===== config.mk =====
export PLATFORM = sky130hd
export DESIGN_NAME = tcw_queue
export DESIGN_NICKNAME = d
export VERILOG_FILES = /design/src/tcw_pkg.sv /design/src/tcw_queue.sv
export SDC_FILE = /design/constraint.sdc
export NUM_CORES = 1
export LEC_CHECK = 0
export BUFFER_PORTS_ARGS = -buffer_cell sky130_fd_sc_hd__buf_2
export CORE_ASPECT_RATIO = 0.8
export CORE_MARGIN = 2
export CORE_UTILIZATION = 48
export CTS_BUF_LIST = sky130_fd_sc_hd__clkbuf_8
export DETAILED_ROUTE_END_ITERATION = 10
export GPL_TIMING_DRIVEN = 0
export PLACE_DENSITY = 0.87
export SLEW_MARGIN = 40
export SYNTH_ARGS = -nofsm -noshare
export SYNTH_HDL_FRONTEND = slang
export SYNTH_SLANG_ARGS = --single-unit

===== constraint.sdc =====
create_clock -name clk -period 1.85 [get_ports clk]
set_input_delay 0.37 -clock clk [delete_from_list [all_inputs] [get_ports clk]]
set_output_delay 0.37 -clock clk [all_outputs]
set_load 0.02 [all_outputs]

===== src/tcw_pkg.sv =====
// Shared constants, codes and the command type of the console writer.
// No dependencies; used by every module of the block.
package tcw_pkg;

	localparam int COLUMNS_DEF     = 80;
	localparam int ROWS_DEF        = 25;
	localparam int QUEUE_DEPTH_DEF = 2;

	localparam logic [7:0] TEXT_COLOR_RESET = 8'h07;
	localparam logic [7:0] BLANK_CHAR       = 8'h20;
	localparam logic [7:0] NEWLINE_CHAR     = 8'h0A;
	localparam logic [7:0] BACKSPACE_CHAR   = 8'h08;

	localparam logic [1:0] OP_PUT   = 2'd0;
	localparam logic [1:0] OP_CLEAR = 2'd1;
	localparam logic [1:0] OP_READ  = 2'd2;

	localparam logic [2:0] KIND_NOP       = 3'd0;
	localparam logic [2:0] KIND_CHAR      = 3'd1;
	localparam logic [2:0] KIND_NEWLINE   = 3'd2;
	localparam logic [2:0] KIND_BACKSPACE = 3'd3;
	localparam logic [2:0] KIND_CLEAR     = 3'd4;
	localparam logic [2:0] KIND_READ      = 3'd5;

	typedef struct packed {
		logic [2:0]  kind;
		logic [7:0]  ch;
		logic [10:0] idx;
	} cmd_t;

endpackage


===== src/tcw_queue.sv =====
// Short command queue between the front end and the execution back end.
// Depends on tcw_pkg for the command type.
module tcw_queue #(
	parameter int DEPTH = tcw_pkg::QUEUE_DEPTH_DEF
) (
	input  logic          clk,
	input  logic          arst_n,
	input  logic          push,
	input  tcw_pkg::cmd_t cmd_in,
	input  logic          pop,
	output tcw_pkg::cmd_t head,
	output logic          empty,
	output logic          full
);

	localparam int PW   = (DEPTH > 1) ? $clog2(DEPTH) : 1;
	localparam int CNTW = $clog2(DEPTH + 1);

	tcw_pkg::cmd_t   slots_q [DEPTH];
	logic [PW-1:0]   wr_ptr_q;
	logic [PW-1:0]   rd_ptr_q;
	logic [CNTW-1:0] count_q;

	assign empty = (count_q == '0);
	assign full  = (count_q == CNTW'(DEPTH));
	assign head  = slots_q[rd_ptr_q];

	always_ff @(posedge clk or negedge arst_n) begin
		if (!arst_n) begin
			wr_ptr_q <= '0;
			rd_ptr_q <= '0;
			count_q  <= '0;
		end else begin
			if (push) begin
				wr_ptr_q <= (wr_ptr_q == PW'(DEPTH - 1)) ? '0 : wr_ptr_q + 1'b1;
			end
			if (pop) begin
				rd_ptr_q <= (rd_ptr_q == PW'(DEPTH - 1)) ? '0 : rd_ptr_q + 1'b1;
			end
			if (push && !pop) begin
				count_q <= count_q + 1'b1;
			end else if (pop && !push) begin
				count_q <= count_q - 1'b1;
			end
		end
	end

	always_ff @(posedge clk) begin
		if (push) begin
			slots_q[wr_ptr_q] <= cmd_in;
		end
	end

endmodule


Word level (Yosys, flattened, before mapping) --
Memories as Yosys holds them, arrays and structs flattened. Index checks and enable logic that the tools add are counted. W data, S select, Z words.
Word-level totals: input port bits 26, bits in writable memories 44, output and inout bits 24, memories 1, register bits after elaboration 4
Cells by class: $add $sub $neg 4, multiplexer cells 6, equal/unequal tests 1, reduce and logical (&&, ||, !) cells 6
Memory list:
- slots_q | words 2, width 22, read ports 1, clocked after memory_dff 0, write ports 1, line tcw_queue.sv:19 | tcw_pkg::cmd_t slots_q [DEPTH];
Operator list (number):
- $mux W1 | 4
- $mux W2 | 2
- $add A1 B1 Y1 const B | 2
- $add A2 B1 Y2 const B | 1
- $eq A2 B2 Y1 const B | 1
- $logic_and A1 B1 Y1 | 2
- $logic_not A1 Y1 | 2
- $logic_not A2 Y1 | 1
- $reduce_bool A2 Y1 | 1
- $sub A2 B1 Y2 const B | 1

Logic depth before layout (Yosys ltp) --
depth in word-level cells 4, gate-level depth with buffers 5

Least setup slack after synthesis --
No wires, ideal clock.
path type register -> register, start point register wr_ptr_q, end point memory slots_q[0][0] (netlist bit) (enable), setup slack 0.044 ns, cell stages (with the launch flop) 2, path buffers 0, period minus slack after synthesis 1.806 ns, arrival time 1.403 ns, path through dfrtp_1 > nor2b_1
RTL lines:
- from (decl) | line tcw_queue.sv:20 | logic [PW-1:0] wr_ptr_q;
- from (signal assigned) | line tcw_queue.sv:35 | wr_ptr_q <= (wr_ptr_q == PW'(DEPTH - 1)) ? '0 : wr_ptr_q + 1'b1;
- to (decl) | line tcw_queue.sv:19
No word-level cell before the write port.

==> metrics.cfg <==
[sta]
setup_violations = 0
setup_tns_ns = 0
hold_viol_final = 0
relSlewSlack = 0.6469
period_share = 0.9528
slew_violations = 0
clock_skew_ns = 0.002734
period_needed_ns = 1.763
rsz0062_at_grt = false
fmax_mhz = 567.3
tightestPinTransition_ns = 0.5296

[pwr]
p_int_mw = 2.197
comb_power_share = 0.349
swShare = 0.3210
p_sw_mw = 1.038
power_density_nw_per_um2 = 1477
finalPower_mw = 3.235
clockPowerShare = 0.171
vdd_ir_drop_max_v = 0.0007743
sequentialPowerShare = 0.480
power_leakage_nw = 0.8614

[critical_path]
rr_startpoint = wr_ptr_q
critPathMaxStageDelay_ns = 0.43
crit_required_ns = 1.48
worstSetupStartpoint = rd_ptr_q
rr_endpoint = slots_q[1][12]
reg2reg_setup_slack_ns = 0.53
critPathKind = reg2out
endpoint = head[14]
r2r_cells = 1
crit_path_end_kind = primary output
critical_path_peak_fanout = 10
cpMaxStageDelayCell = dfrtp_2
start_kind = flop
worstPathArrival_ns = 1.39
cp_cell_sequence = buf_6, mux2_2, buf_2

[routing]
vias = 900
ant_nets = 0
drt_iter0_drc = 51
dr.pass1.iters = 3
drt_wl_total_um = 2704
drc = 0
viasPerCell = 4.865
wl_per_cell_um = 14.62

[final_layout]
layout_common_cells = 49 x buf_2, 44 x edfxtp_1, 22 x mux2_2
drive_gt1_frac = 0.5734
area_growth_pct = 23.22
antenna_cells = 0
fill_cells = 274
finalNonFillerCells = 185
multi_input_area_um2 = 339.1
fin_area_um2 = 2191
fin_nets = 169
register_area_um2 = 1423
layout_commonest_cell = buf_2

[synthesis]
yosys.area.top_type = edfxtp_1
synth_cell_types = 11
synth.area.top_cells = edfxtp_1 74%, mux2_2 14%, dfrtp_1 5.6%, xor2_1 2.0%, buf_6 1.3%
syn_area_um2 = 1778
synth_top_area_share = 0.7431
yosysSeqAreaShare = 0.7994
ys_warn_count = 0
syn_nets = 111
synth.avg_cell_area_um2 = 21.17
ys_seq_elements = 48
syn_inst = 84

[hold_path]
min-delay-start = cmd_in[10]
min_path_type = in2reg

[floorplanning]
die_w_um = 72.05
initial_utilization = 0.5088
coreArea_um2 = 3495
die_area_um2 = 4210
die_h_um = 58.44
core.rowCount = 19
io_pins = 50

[clock_tree]
cts_max_level = 2
path_clk_slew_ns = 0.08
numCtsBuffers = 5
clockBufferDepth = 2
clock-sinks = 48
cts_tree = yes
clkLatencyLatePin_ns = 0.29
cts_setup_buffers = 0
cts_root_buf = clkbuf_8

[grt]
grtUsageTotal = 0.1334
grt_max_degree = 23
antenna_found_initial = 0
grt_overflow = 0
grt_pass1_vias = 908
grt_pass1_wl_um = 4022

[placement]
place_inst = 176
gp_congestion = 0.6461
placed_cell_area_um2 = 2100
dpl.hpwl_um = 1943
port_buffers = 49

[status]
status = finished, final reports clean

[flow_run]
max_cap_viol_count = 0

-- layout make-up --
cell class                      instances  area share
Sequential cell                        48      0.6493
Timing Repair Buffer                   51      0.1234
Inverter                                1    0.001713
Clock buffer                            5     0.03141
Clock inverter                          3    0.005140
Buffer                                  2     0.01028
Multi-Input combinational cell         33      0.1548
Tap cell                               42     0.02399
-- cells by family (layout without fill, tap and decap cells) --
kind of cell  Yosys count  in the layout  synth area share
buf+inv                 3             62           0.01478
xor+xnor                5              5           0.02463
mux                    22             22            0.1393
flops                  48             48            0.7994
simple gates            5              5           0.01478
fa+ha+maj               1              1          0.007036
-- worst min path at each step --
stage	endpoint	cells past startpoint	slack [ns]
final	slots_q[0][10]	1	0.26
after global routing	slots_q[0][10]	1	0.25
after CTS	slots_q[0][10]	1	0.25
after detailed placement	count_q[1]	1	0.18
after global placement	count_q[1]	1	0.17
after floorplan	count_q[0]	0	0.07
-- synth_stat cells, drive strengths merged --
master / n
and2: 1
buf: 2
dfrtp: 4
edfxtp: 44
ha: 1
inv: 1
mux2: 22
nor2: 2
nor2b: 2
xnor2: 1
xor2: 4
-- repair_timing --
action / CTS / global route
hold endpoints to repair: 4 / 0
gates resized for setup: 0 / 1
setup endpoints to repair: 0 / 19
hold buffers: 1 / 0
-- worst max-delay path: cells and delay by family, from the launching register on --
family	cells	cell delay, ns
buf+inv	2	0.33
mux	1	0.35
flops	1	0.43
-- metrics by stage --
step	worst slack, ns	util	hold WS (ns)
3_5_place_dp	0.3360	0.6008	0.1807
5_1_grt	0.02021	0.6269	0.2495
6_report	0.08727	0.6269	0.2645
2_1_floorplan	0.04420	-	0.07441
3_3_place_gp	-0.5304	0.5940	0.1742
4_1_cts	0.004327	0.6266	0.2527
-- layer usage --
layer / wire length, um / vias up / GRT usage
li1: - / 432 / -
met1: 1082 / 430 / 0.1476
met2: 1388 / 35 / 0.2381
met3: 209 / 3 / 0.04966
met4: 23 / 0 / 0.04852
met5: 0 / - / 0
-- power groups by stage --
stage | Combinational (mW) | Sequential, mW | Clock, mW
final | 1.13 | 1.55 | 0.553
after global routing | 1.21 | 1.57 | 0.626
after global placement | 1.10 | 1.56 | 0
after CTS | 1.15 | 1.55 | 0.576
after floorplan | 0.806 | 1.54 | 0
after detailed placement | 1.15 | 1.58 | 0
-- sequential cells by signal, indices dropped and copies added, names as in the netlist --
name and cells:
wr_ptr_q 1, slots_q 44, rd_ptr_q 1, count_q 2
No activity file was read; power rests on OpenSTA's default activity.
