**src/tcw_pkg.sv**
```systemverilog
// Shared constants, codes and the command type of the console writer.
// No dependencies; used by every module of the block.
package tcw_pkg;

	localparam int COLUMNS_DEF     = 80;
	localparam int ROWS_DEF        = 25;
	localparam int QUEUE_DEPTH_DEF = 2;

	localparam logic [7:0] TEXT_COLOR_RESET = 8'h07;
	localparam logic [7:0] BLANK_CHAR       = 8'h20;
	localparam logic [7:0] NEWLINE_CHAR     = 8'h0A;
	localparam logic [7:0] BACKSPACE_CHAR   = 8'h08;

	localparam logic [1:0] OP_PUT   = 2'd0;
	localparam logic [1:0] OP_CLEAR = 2'd1;
	localparam logic [1:0] OP_READ  = 2'd2;

	localparam logic [2:0] KIND_NOP       = 3'd0;
	localparam logic [2:0] KIND_CHAR      = 3'd1;
	localparam logic [2:0] KIND_NEWLINE   = 3'd2;
	localparam logic [2:0] KIND_BACKSPACE = 3'd3;
	localparam logic [2:0] KIND_CLEAR     = 3'd4;
	localparam logic [2:0] KIND_READ      = 3'd5;

	typedef struct packed {
		logic [2:0]  kind;
		logic [7:0]  ch;
		logic [10:0] idx;
	} cmd_t;

endpackage

```
**src/tcw_front.sv**
```systemverilog
// Front end: takes items from the command port, classifies them, and
// pushes the decoded command into the queue. Depends on tcw_pkg.
module tcw_front #(
	parameter int COLUMNS = tcw_pkg::COLUMNS_DEF,
	parameter int ROWS    = tcw_pkg::ROWS_DEF
) (
	input  logic               clk,
	input  logic               arst_n,
	input  logic               start,
	input  logic [1:0]         opcode,
	input  logic [7:0]         char_code,
	input  logic [10:0]        cell_index,
	input  logic               init_busy,
	input  logic               q_full,
	output logic               busy,
	output logic               push,
	output tcw_pkg::cmd_t      cmd
);

	localparam int CELLS = ROWS * COLUMNS;

	tcw_pkg::cmd_t cmd_c;
	tcw_pkg::cmd_t cmd_s1;
	logic          valid_s1;
	logic          accept;

	always_comb begin
		cmd_c.ch  = char_code;
		cmd_c.idx = cell_index;
		case (opcode)
			tcw_pkg::OP_PUT: begin
				if (char_code == tcw_pkg::NEWLINE_CHAR) begin
					cmd_c.kind = tcw_pkg::KIND_NEWLINE;
				end else if (char_code == tcw_pkg::BACKSPACE_CHAR) begin
					cmd_c.kind = tcw_pkg::KIND_BACKSPACE;
				end else begin
					cmd_c.kind = tcw_pkg::KIND_CHAR;
				end
			end
			tcw_pkg::OP_CLEAR: cmd_c.kind = tcw_pkg::KIND_CLEAR;
			tcw_pkg::OP_READ: begin
				// out-of-range reads report a zero word, like an unused opcode
				if (32'(cell_index) < 32'(CELLS)) begin
					cmd_c.kind = tcw_pkg::KIND_READ;
				end else begin
					cmd_c.kind = tcw_pkg::KIND_NOP;
				end
			end
			default: cmd_c.kind = tcw_pkg::KIND_NOP;
		endcase
	end

	assign busy   = init_busy || (valid_s1 && q_full);
	assign accept = start && !busy;
	assign push   = valid_s1 && !q_full;
	assign cmd    = cmd_s1;

	always_ff @(posedge clk or negedge arst_n) begin
		if (!arst_n) begin
			valid_s1 <= 1'b0;
		end else if (accept) begin
			valid_s1 <= 1'b1;
		end else if (push) begin
			valid_s1 <= 1'b0;
		end
	end

	always_ff @(posedge clk) begin
		if (accept) begin
			cmd_s1 <= cmd_c;
		end
	end

endmodule

```
**config.mk**
```make
export PLATFORM = sky130hd
export DESIGN_NAME = tcw_front
export DESIGN_NICKNAME = d
export VERILOG_FILES = /design/src/tcw_pkg.sv /design/src/tcw_front.sv
export SDC_FILE = /design/constraint.sdc
export NUM_CORES = 1
export LEC_CHECK = 0
export BUFFER_PORTS_ARGS = -buffer_cell sky130_fd_sc_hd__buf_2
export CORE_MARGIN = 1.5
export CORE_UTILIZATION = 36
export CTS_CLUSTER_DIAMETER = 40
export DETAILED_ROUTE_END_ITERATION = 10
export PLACE_DENSITY = 0.82
export RECOVER_POWER = 100
export SLEW_MARGIN = 20
export SYNTH_ARGS = -nofsm -noshare
export SYNTH_HDL_FRONTEND = slang
export SYNTH_SLANG_ARGS = --single-unit
```
**constraint.sdc**
```tcl
create_clock -name clk -period 1.4 [get_ports clk]
set_input_delay 0.07 -clock clk [delete_from_list [all_inputs] [get_ports clk]]
set_output_delay 0.07 -clock clk [all_outputs]
set_load 0.1 [all_outputs]
```
; ---- Yosys cells after proc, flatten, opt, wreduce, memory -nomap -nowiden
; Cells that the tools add are included.
[op_classes]
n_eq_ne = 4
muxes = 6
n_reduce_logical = 8
order_cmp = 1
[ops]
columns = cell, n
row1 = $eq 8x4->1 const B, 2
row2 = $lt 11x11->1 const B, 1
row3 = $pmux 3 s3, 1
row4 = $mux 2, 2
row5 = $logic_and 1x1->1, 3
row6 = $mux 3, 1
row7 = $eq 2x1->1 const B, 1
row8 = $eq 2x2->1 const B, 1
row9 = $logic_not 1->1, 2
row10 = $logic_not 2->1, 1
row11 = $mux 1, 2
row12 = $reduce_bool 2->1, 1
row13 = $logic_or 1x1->1, 1
[word_totals]
word_cells = 23
register_bits = 23

; ---- Logic depth before layout (Yosys ltp)
; Gate-level depths: netlist (run 1).
[logic_depth]
depth_word = 5
depth_mapped = 3

; ---- Worst setup path after synthesis (run 1)
; No wires, ideal clock.
[synth_timing]
path_type = flip-flop to output port
start = register valid_s1
end = output port push
path_buffers = 0
stages_incl_launch_ff = 2
arrival_ps = 1697
required_time_ps = 1330
setup_slack_ps = -367
path_cell_list = dfrtp_1 nor2b_1
[synth_between]
elab_chain_cells = 1
[synth_rtl]
columns = element, line
row1 = "start, declared", tcw_front.sv:24  ; logic valid_s1;
row2 = "start signal, assigned", tcw_front.sv:60  ; valid_s1 <= 1'b0;
row3 = "start signal, assigned", tcw_front.sv:62  ; valid_s1 <= 1'b1;
row4 = "start signal, assigned", tcw_front.sv:64  ; valid_s1 <= 1'b0;
row5 = $logic_and 1x1->1, tcw_front.sv:55  ; assign push = valid_s1 && !q_full;
row6 = "end, declared", tcw_front.sv:16  ; output logic push,
; Every way passes these cells.

; ---- Worst setup path after layout (run 1)
[layout_timing]
start = register valid_s1
end = output port busy
[layout_between]
elab_chain_cells = 2
[layout_rtl]
columns = element, line
row1 = $logic_and 1x1->1, tcw_front.sv:53  ; assign busy = init_busy || (valid_s1 && q_full);
row2 = $logic_or 1x1->1, tcw_front.sv:53
row3 = "end, declared", tcw_front.sv:15  ; output logic busy,
; Every way passes these cells.

==> impl_results.md, run 1 <==
* Max cap viols at 0
* Die Wd at 50.2 um
* Vias in the first global route at 661
* Post-cts repair resize count at 0
* Total Wirelength at 2.04 mm
* Die height at 50.2 um
* Clock buffer depth at 2
* Yosys reg bits at 23
* EDFF count, synth at 22
* Most frequent cell after synthesis: edfxtp_1
* Routed wire length per instance at 14.5 um
* Reg power frac at 54.6%
* Total grt overflow at 0
* IO Port Bufs at 49
* Internal at 995 uW
* Pleak at 0.000527 uW
* Crit path launch: valid_s1
* Worst EP required at 1.33 ns
* Routability Congestion at 0.709
* Syn_area_per_cell at 20.6 um^2
* Reg area at 686 um^2
* Sw frac at 32.3%
* I/O pin count at 50
* Crit path arrival time at 1.25 ns
* Type of the worst min-delay path: in2reg
* Psw at 474 uW
* Setup Skew at 0.00535 ns
* Tmin final at 1.32 ns
* CTS H-tree depth at 1
* Commonest non-fill, non-tap cell in the layout: clkbuf_2
* CTS Sinks at 23
* CP max FO at 3
* Via density at 4.58
* Worst VDD drop at 0.567 mV
* Largest net degree at the start of global routing at 24
* Total power at 1470 uW
* Top cells by area, synth: edfxtp_1, dfrtp_1, nor4b_4, nor4_2, a21oi_1
* Area leader, netlist: edfxtp_1
* Inserted Clock Buffers at 3
* Pre-CTS WS at 0.162 ns
* Total number of vias at 641
* Slew @ Worst Pin at 0.555 ns
* Synth Instances at 39
* YS warnings at 0
* Post-synth ARST share at 4.35%
* Setup Total Neg Slack at 0 ns
* Multi-input logic area at 118 um^2
* Remaining DRCs at 0
* PwrDens at 1120 nW/um^2
* Placed Instances at 116
* Clock transition at the registers of the reported paths at 0.11 ns
* Unique masters post-synth at 16
* Mapped Nets at 65
* Commonest cells in the netlist: edfxtp_1, a21oi_1, nor2_1
* Commonest cells after routing, fill and taps aside: clkbuf_2, edfxtp_1, dlygate4sd3_1
* Fin crit share at 94.1%
* Number of hold violations in the final report at 0
* Worst relative slew slack at 63.1%
* Setup crit end: busy
* Setup ws final at 0.0825 ns
* Final Util at 65.0%
* Reg2Reg Setup Slack at 0.14 ns
* DRT iter0 DRCs at 6
* Worst r2r src: valid_s1
* CTS tree: done
* Synth Flop Type: edfxtp_1
* Std-Cell Rows at 16
* Final setup viols at 0
* Setup bufs post-CTS at 0
* Unrepaired setup endpoints after global routing: false
* Clock power frac at 19.2%
* FF-to-FF End: cmd[11]
* Die footprint at 2520 um^2
* Fill count at 153
* Layout cells sized above 1 at 37.2%
* Post-Layout Cell Count at 140
* Post-route antenna net violation count at 0
* First-pass GRT wire length at 3.17 mm
* Worst-skew pair later-pin latency at 0.30 ns
* Status: finished, final reports clean
* Gate power share at 26.2%
* WS Path Type: reg2out
* Antenna violations before repair at 0
* Sequential share of the synthesized area at 85.4%
* Yosys top cell area share at 82.2%
* Reg2reg path depth at 3
* Clock root cell: clkbuf_4
* Critical Path End Type: output port
* Crit start category: flip-flop
* TritonRoute pass-1 iters at 4
* Total GRT Usage at 17.6%
* Ant. Diodes at 0
* Core ar. at 2020 um^2
* Initial Util at 39.7%
* Mapped Area at 803 um^2
* Slew Viols, Final at 0
* Nets at 140
* Area grow syn2layout at 63.6%
* Fmax at 759 MHz
per-stage QoR:
stage,instance area (um^2),hold WS (ns)
global placement,1110,-0.154
detailed placement,1110,-0.151
global route,1310,0.0217
floorplan,807,-0.226
CTS,1330,0.0113
finish,1310,0.0179
repair_timing:
item                                   CTS  global route
endpoints found under the hold margin   20             0
setup endpoints to repair                0             0
hold buffers                            20             0
power groups by stage:
stage                     combinational (uW)  clock (uW)  sequential, uW
after global placement                   340           0             813
after floorplan                         60.8           0            1010
after detailed placement                 345           0             815
after global routing                     400         321             805
after CTS                                388         289             799
final                                    385         282             802
cells by family (layout without fill, tap and decap cells):
kind of cell	after synthesis	after routing	synth area share, %
AOI/OAI and AO/OA	6	6	4.83
buffers and inverters	1	75	0.467
DFF	23	23	85.4
muxes	1	1	1.25
and+or+nand+nor	8	8	8.10
registers in the layout, indices dropped and copies added, names as in the netlist:
name / flops
valid_s1: 1
cmd: 22
worst max-delay path, cell delays in order (launching register included):
cell	delay (ns)
dfrtp_1	0.41
a21oi_1	0.20
inv_1	0.06
buf_2	0.29
metal layers:
metal  part of all wire, %  global-route usage [%]  wire [um]  vias up
met4                   2.2                    9.26         45        0
met3                    11                    4.17        214        6
li1                      -                       -          -      303
met1                    37                    21.1        760      288
met5                     0                       0          0        -
met2                    50                    29.4       1020       44
worst min-delay path by stage:
stage,startpoint,to,depth (start not counted)
detailed placement,arst_n,valid_s1,1
global route,q_full,valid_s1,2
CTS,q_full,valid_s1,2
global placement,arst_n,valid_s1,1
finish,q_full,valid_s1,2
floorplan,arst_n,valid_s1,0
area by class of cell:
type | instances | share of cell area (%)
clock buffer | 4 | 2.00
inverter | 1 | 0.286
multi-input combinational | 15 | 8.95
sequential | 23 | 52.2
tap | 27 | 2.57
timing repair buffer | 70 | 34.0
No activity file was read; power rests on OpenSTA's default activity.
==> run 2, diff against run 1 <==
PLACE_DENSITY = not set   (was 0.82)
PLACE_DENSITY_LB_ADDON = 0.2   (was not set)
==> run 2 against run 1 <==
Critical endpoint unchanged; clock skew is 0.0024 ns lower; setup slack worse by 0.027 ns; core utilization is 0.43 points higher; worst hold slack better by 0.041 ns; die area stayed put; critical path type is now in2out; sequential share of layout area is 0.35 points lower; largest power group unchanged; via count is 2.8% lower; final area is 0.67% higher; combinational power hardly changed; largest cell class unchanged.
==> impl_results.md, run 2 (same netlist as run 1, synthesis figures left out) <==
* Status: finished, final reports clean
* CP max-delay cell: dlygate4sd3_1
* I/O pin count at 50 (unchanged)
* Pre-CTS WS at 0.193 ns (+0.0311 ns)
* Via density at 4.42 (-3.5%)
* TritonRoute pass-1 iters at 2 (-2)
* Number of hold violations in the final report at 0 (unchanged)
* Clock root cell: clkbuf_4
* Family with the most delay on the worst path: buffers and inverters
* WHS at 0.0585 ns (+0.0406 ns)
* Routed wire length per instance at 11.6 um (-20%)
* Initial Util at 39.7% (unchanged)
* Routability Congestion at 0.665 (-6.3%)
* Critical Path End Type: output port
* Setup bufs post-CTS at 0 (unchanged)
* Worst VDD drop at 0.629 mV (+11%)
* Std-Cell Rows at 16 (unchanged)
* Worst relative slew slack at 63.8% (+0.65 points)
* CP peak stage delay at 0.53 ns (+0.12 ns)
* Max FFs per register at 22 (unchanged)
* Die height at 50.2 um (unchanged)
* Most frequent CP cell: buf_2
* CTS H-tree depth at 1 (unchanged)
* Reg2Reg Setup Slack at 0.19 ns (+0.05 ns)
* Worst r2r src: valid_s1
* Inserted Clock Buffers at 3 (unchanged)
* IO Port Bufs at 49 (unchanged)
* Clock buffer depth at 2 (unchanged)
* Antenna violations before repair at 0 (unchanged)
* Max cap viols at 0 (unchanged)
* Crit path arrival time at 1.27 ns (+0.02 ns)
* Reg2reg path depth at 3 (unchanged)
* Largest net degree at the start of global routing at 24 (unchanged)
* Post-route antenna net violation count at 0 (unchanged)
* CP max FO at 3 (unchanged)
* CTS tree: done
* Commonest cells after routing, fill and taps aside: edfxtp_1, clkbuf_2, dlygate4sd3_1
* PwrDens at 1110 nW/um^2 (-0.53%)
* Nets at 141 (+0.71%)
* Worst EP required at 1.33 ns (about the same)
* Final Util at 65.4% (+0.43 points)
* Fmax at 744 MHz (-2.0%)
* Die footprint at 2520 um^2 (unchanged)
* Total Wirelength at 1.64 mm (-20%)
* Type of the worst min-delay path: in2async
* FF-to-FF End: cmd[17]
* Vias in the first global route at 611 (-7.6%)
* Core ar. at 2020 um^2 (unchanged)
* Setup Skew at 0.00296 ns (-0.00240 ns)
* Slew Viols, Final at 0 (unchanged)
* Pleak at 0.000542 uW (+2.7%)
* Tmin final at 1.34 ns (+0.0265 ns)
* Setup ws final at 0.0560 ns (-0.0265 ns)
* Total grt overflow at 0 (unchanged)
* Total number of vias at 623 (-2.8%)
* Total power at 1470 uW (+0.13%)
* Crit start category: primary input
* WS Path Type: in2out
* Worst path buffer plus inverter count at 4 (+2)
* Clock transition at the registers of the reported paths at 0.12 ns (about the same)
* DRT iter0 DRCs at 4 (-2)
* Total GRT Usage at 13.5% (-4.2 points)
* Layout cells sized above 1 at 39.5% (+2.3 points)
* Worst-skew pair later-pin latency at 0.30 ns (about the same)
* Final setup viols at 0 (unchanged)
* First-pass GRT wire length at 2.53 mm (-20%)
* Fill count at 175 (+14%)
* Worst-path cell chain: dlygate4sd3_1, buf_2, a21oi_1, inv_1, buf_2
* Die Wd at 50.2 um (unchanged)
* Remaining DRCs at 0 (unchanged)
* Area grow syn2layout at 64.6%
* CTS Sinks at 23 (unchanged)
* Ant. Diodes at 0 (unchanged)
* Fin crit share at 96.0% (+1.9 points)
* Slew @ Worst Pin at 0.545 ns (-0.00976 ns)
==> run 2: timing repair <==
action | 4_1_cts | 5_1_grt
hold buffers | 20 | 1
endpoints found under the hold margin | 20 | 1
resized for setup | 0 | 0
==> run 2: how the worst max path moves through the flow <==
stage                  start      end  slack, ns  cells after the start
CTS                 valid_s1     busy       0.08                      3
detailed placement  valid_s1  cmd[17]       0.19                      3
floorplan           valid_s1   cmd[0]       0.14                      2
global placement    valid_s1  cmd[17]       0.24                      3
global route          q_full     busy      -0.01                      5
finish                q_full     busy       0.06                      5
==> run 2: through the flow <==
stage	area, um^2	TNS, ns	std cells
floorplan	807	0	39
finish	1320	0	141
global placement	1110	0	116
global route	1320	-0.0141	141
CTS	1330	0	140
detailed placement	1110	0	116
==> run 2: report_power, final <==
part | total [uW] | leakage, uW | switching [uW] | internal, uW
Sequential | 799 | 0.000217 | 8.33 | 791
Clock | 290 | 0.0000177 | 183 | 106
Combinational | 382 | 0.000307 | 286 | 96.2
Total | 1470 | 0.000542 | 478 | 993
==> run 2: layer usage <==
layer / global-route usage, % / wire length, um / share of wire [%] / up-vias
li1: - / - / - / 307
met5: 0 / 0 / 0 / -
met4: 4.17 / 0 / 0 / 0
met1: 13.2 / 641 / 39 / 291
met2: 27.2 / 894 / 55 / 25
met3: 2.98 / 102 / 6.2 / 0
==> run 2: cell type report <==
class	instances	area, um^2	area share, %
flip-flops and latches	23	686	51.8
repair buffers	71	460	34.8
multi-input cells	15	111	8.42
well taps	27	33.8	2.55
clock buffers	3	22.5	1.70
clock inverters	1	5.00	0.378
inverters	1	3.75	0.284
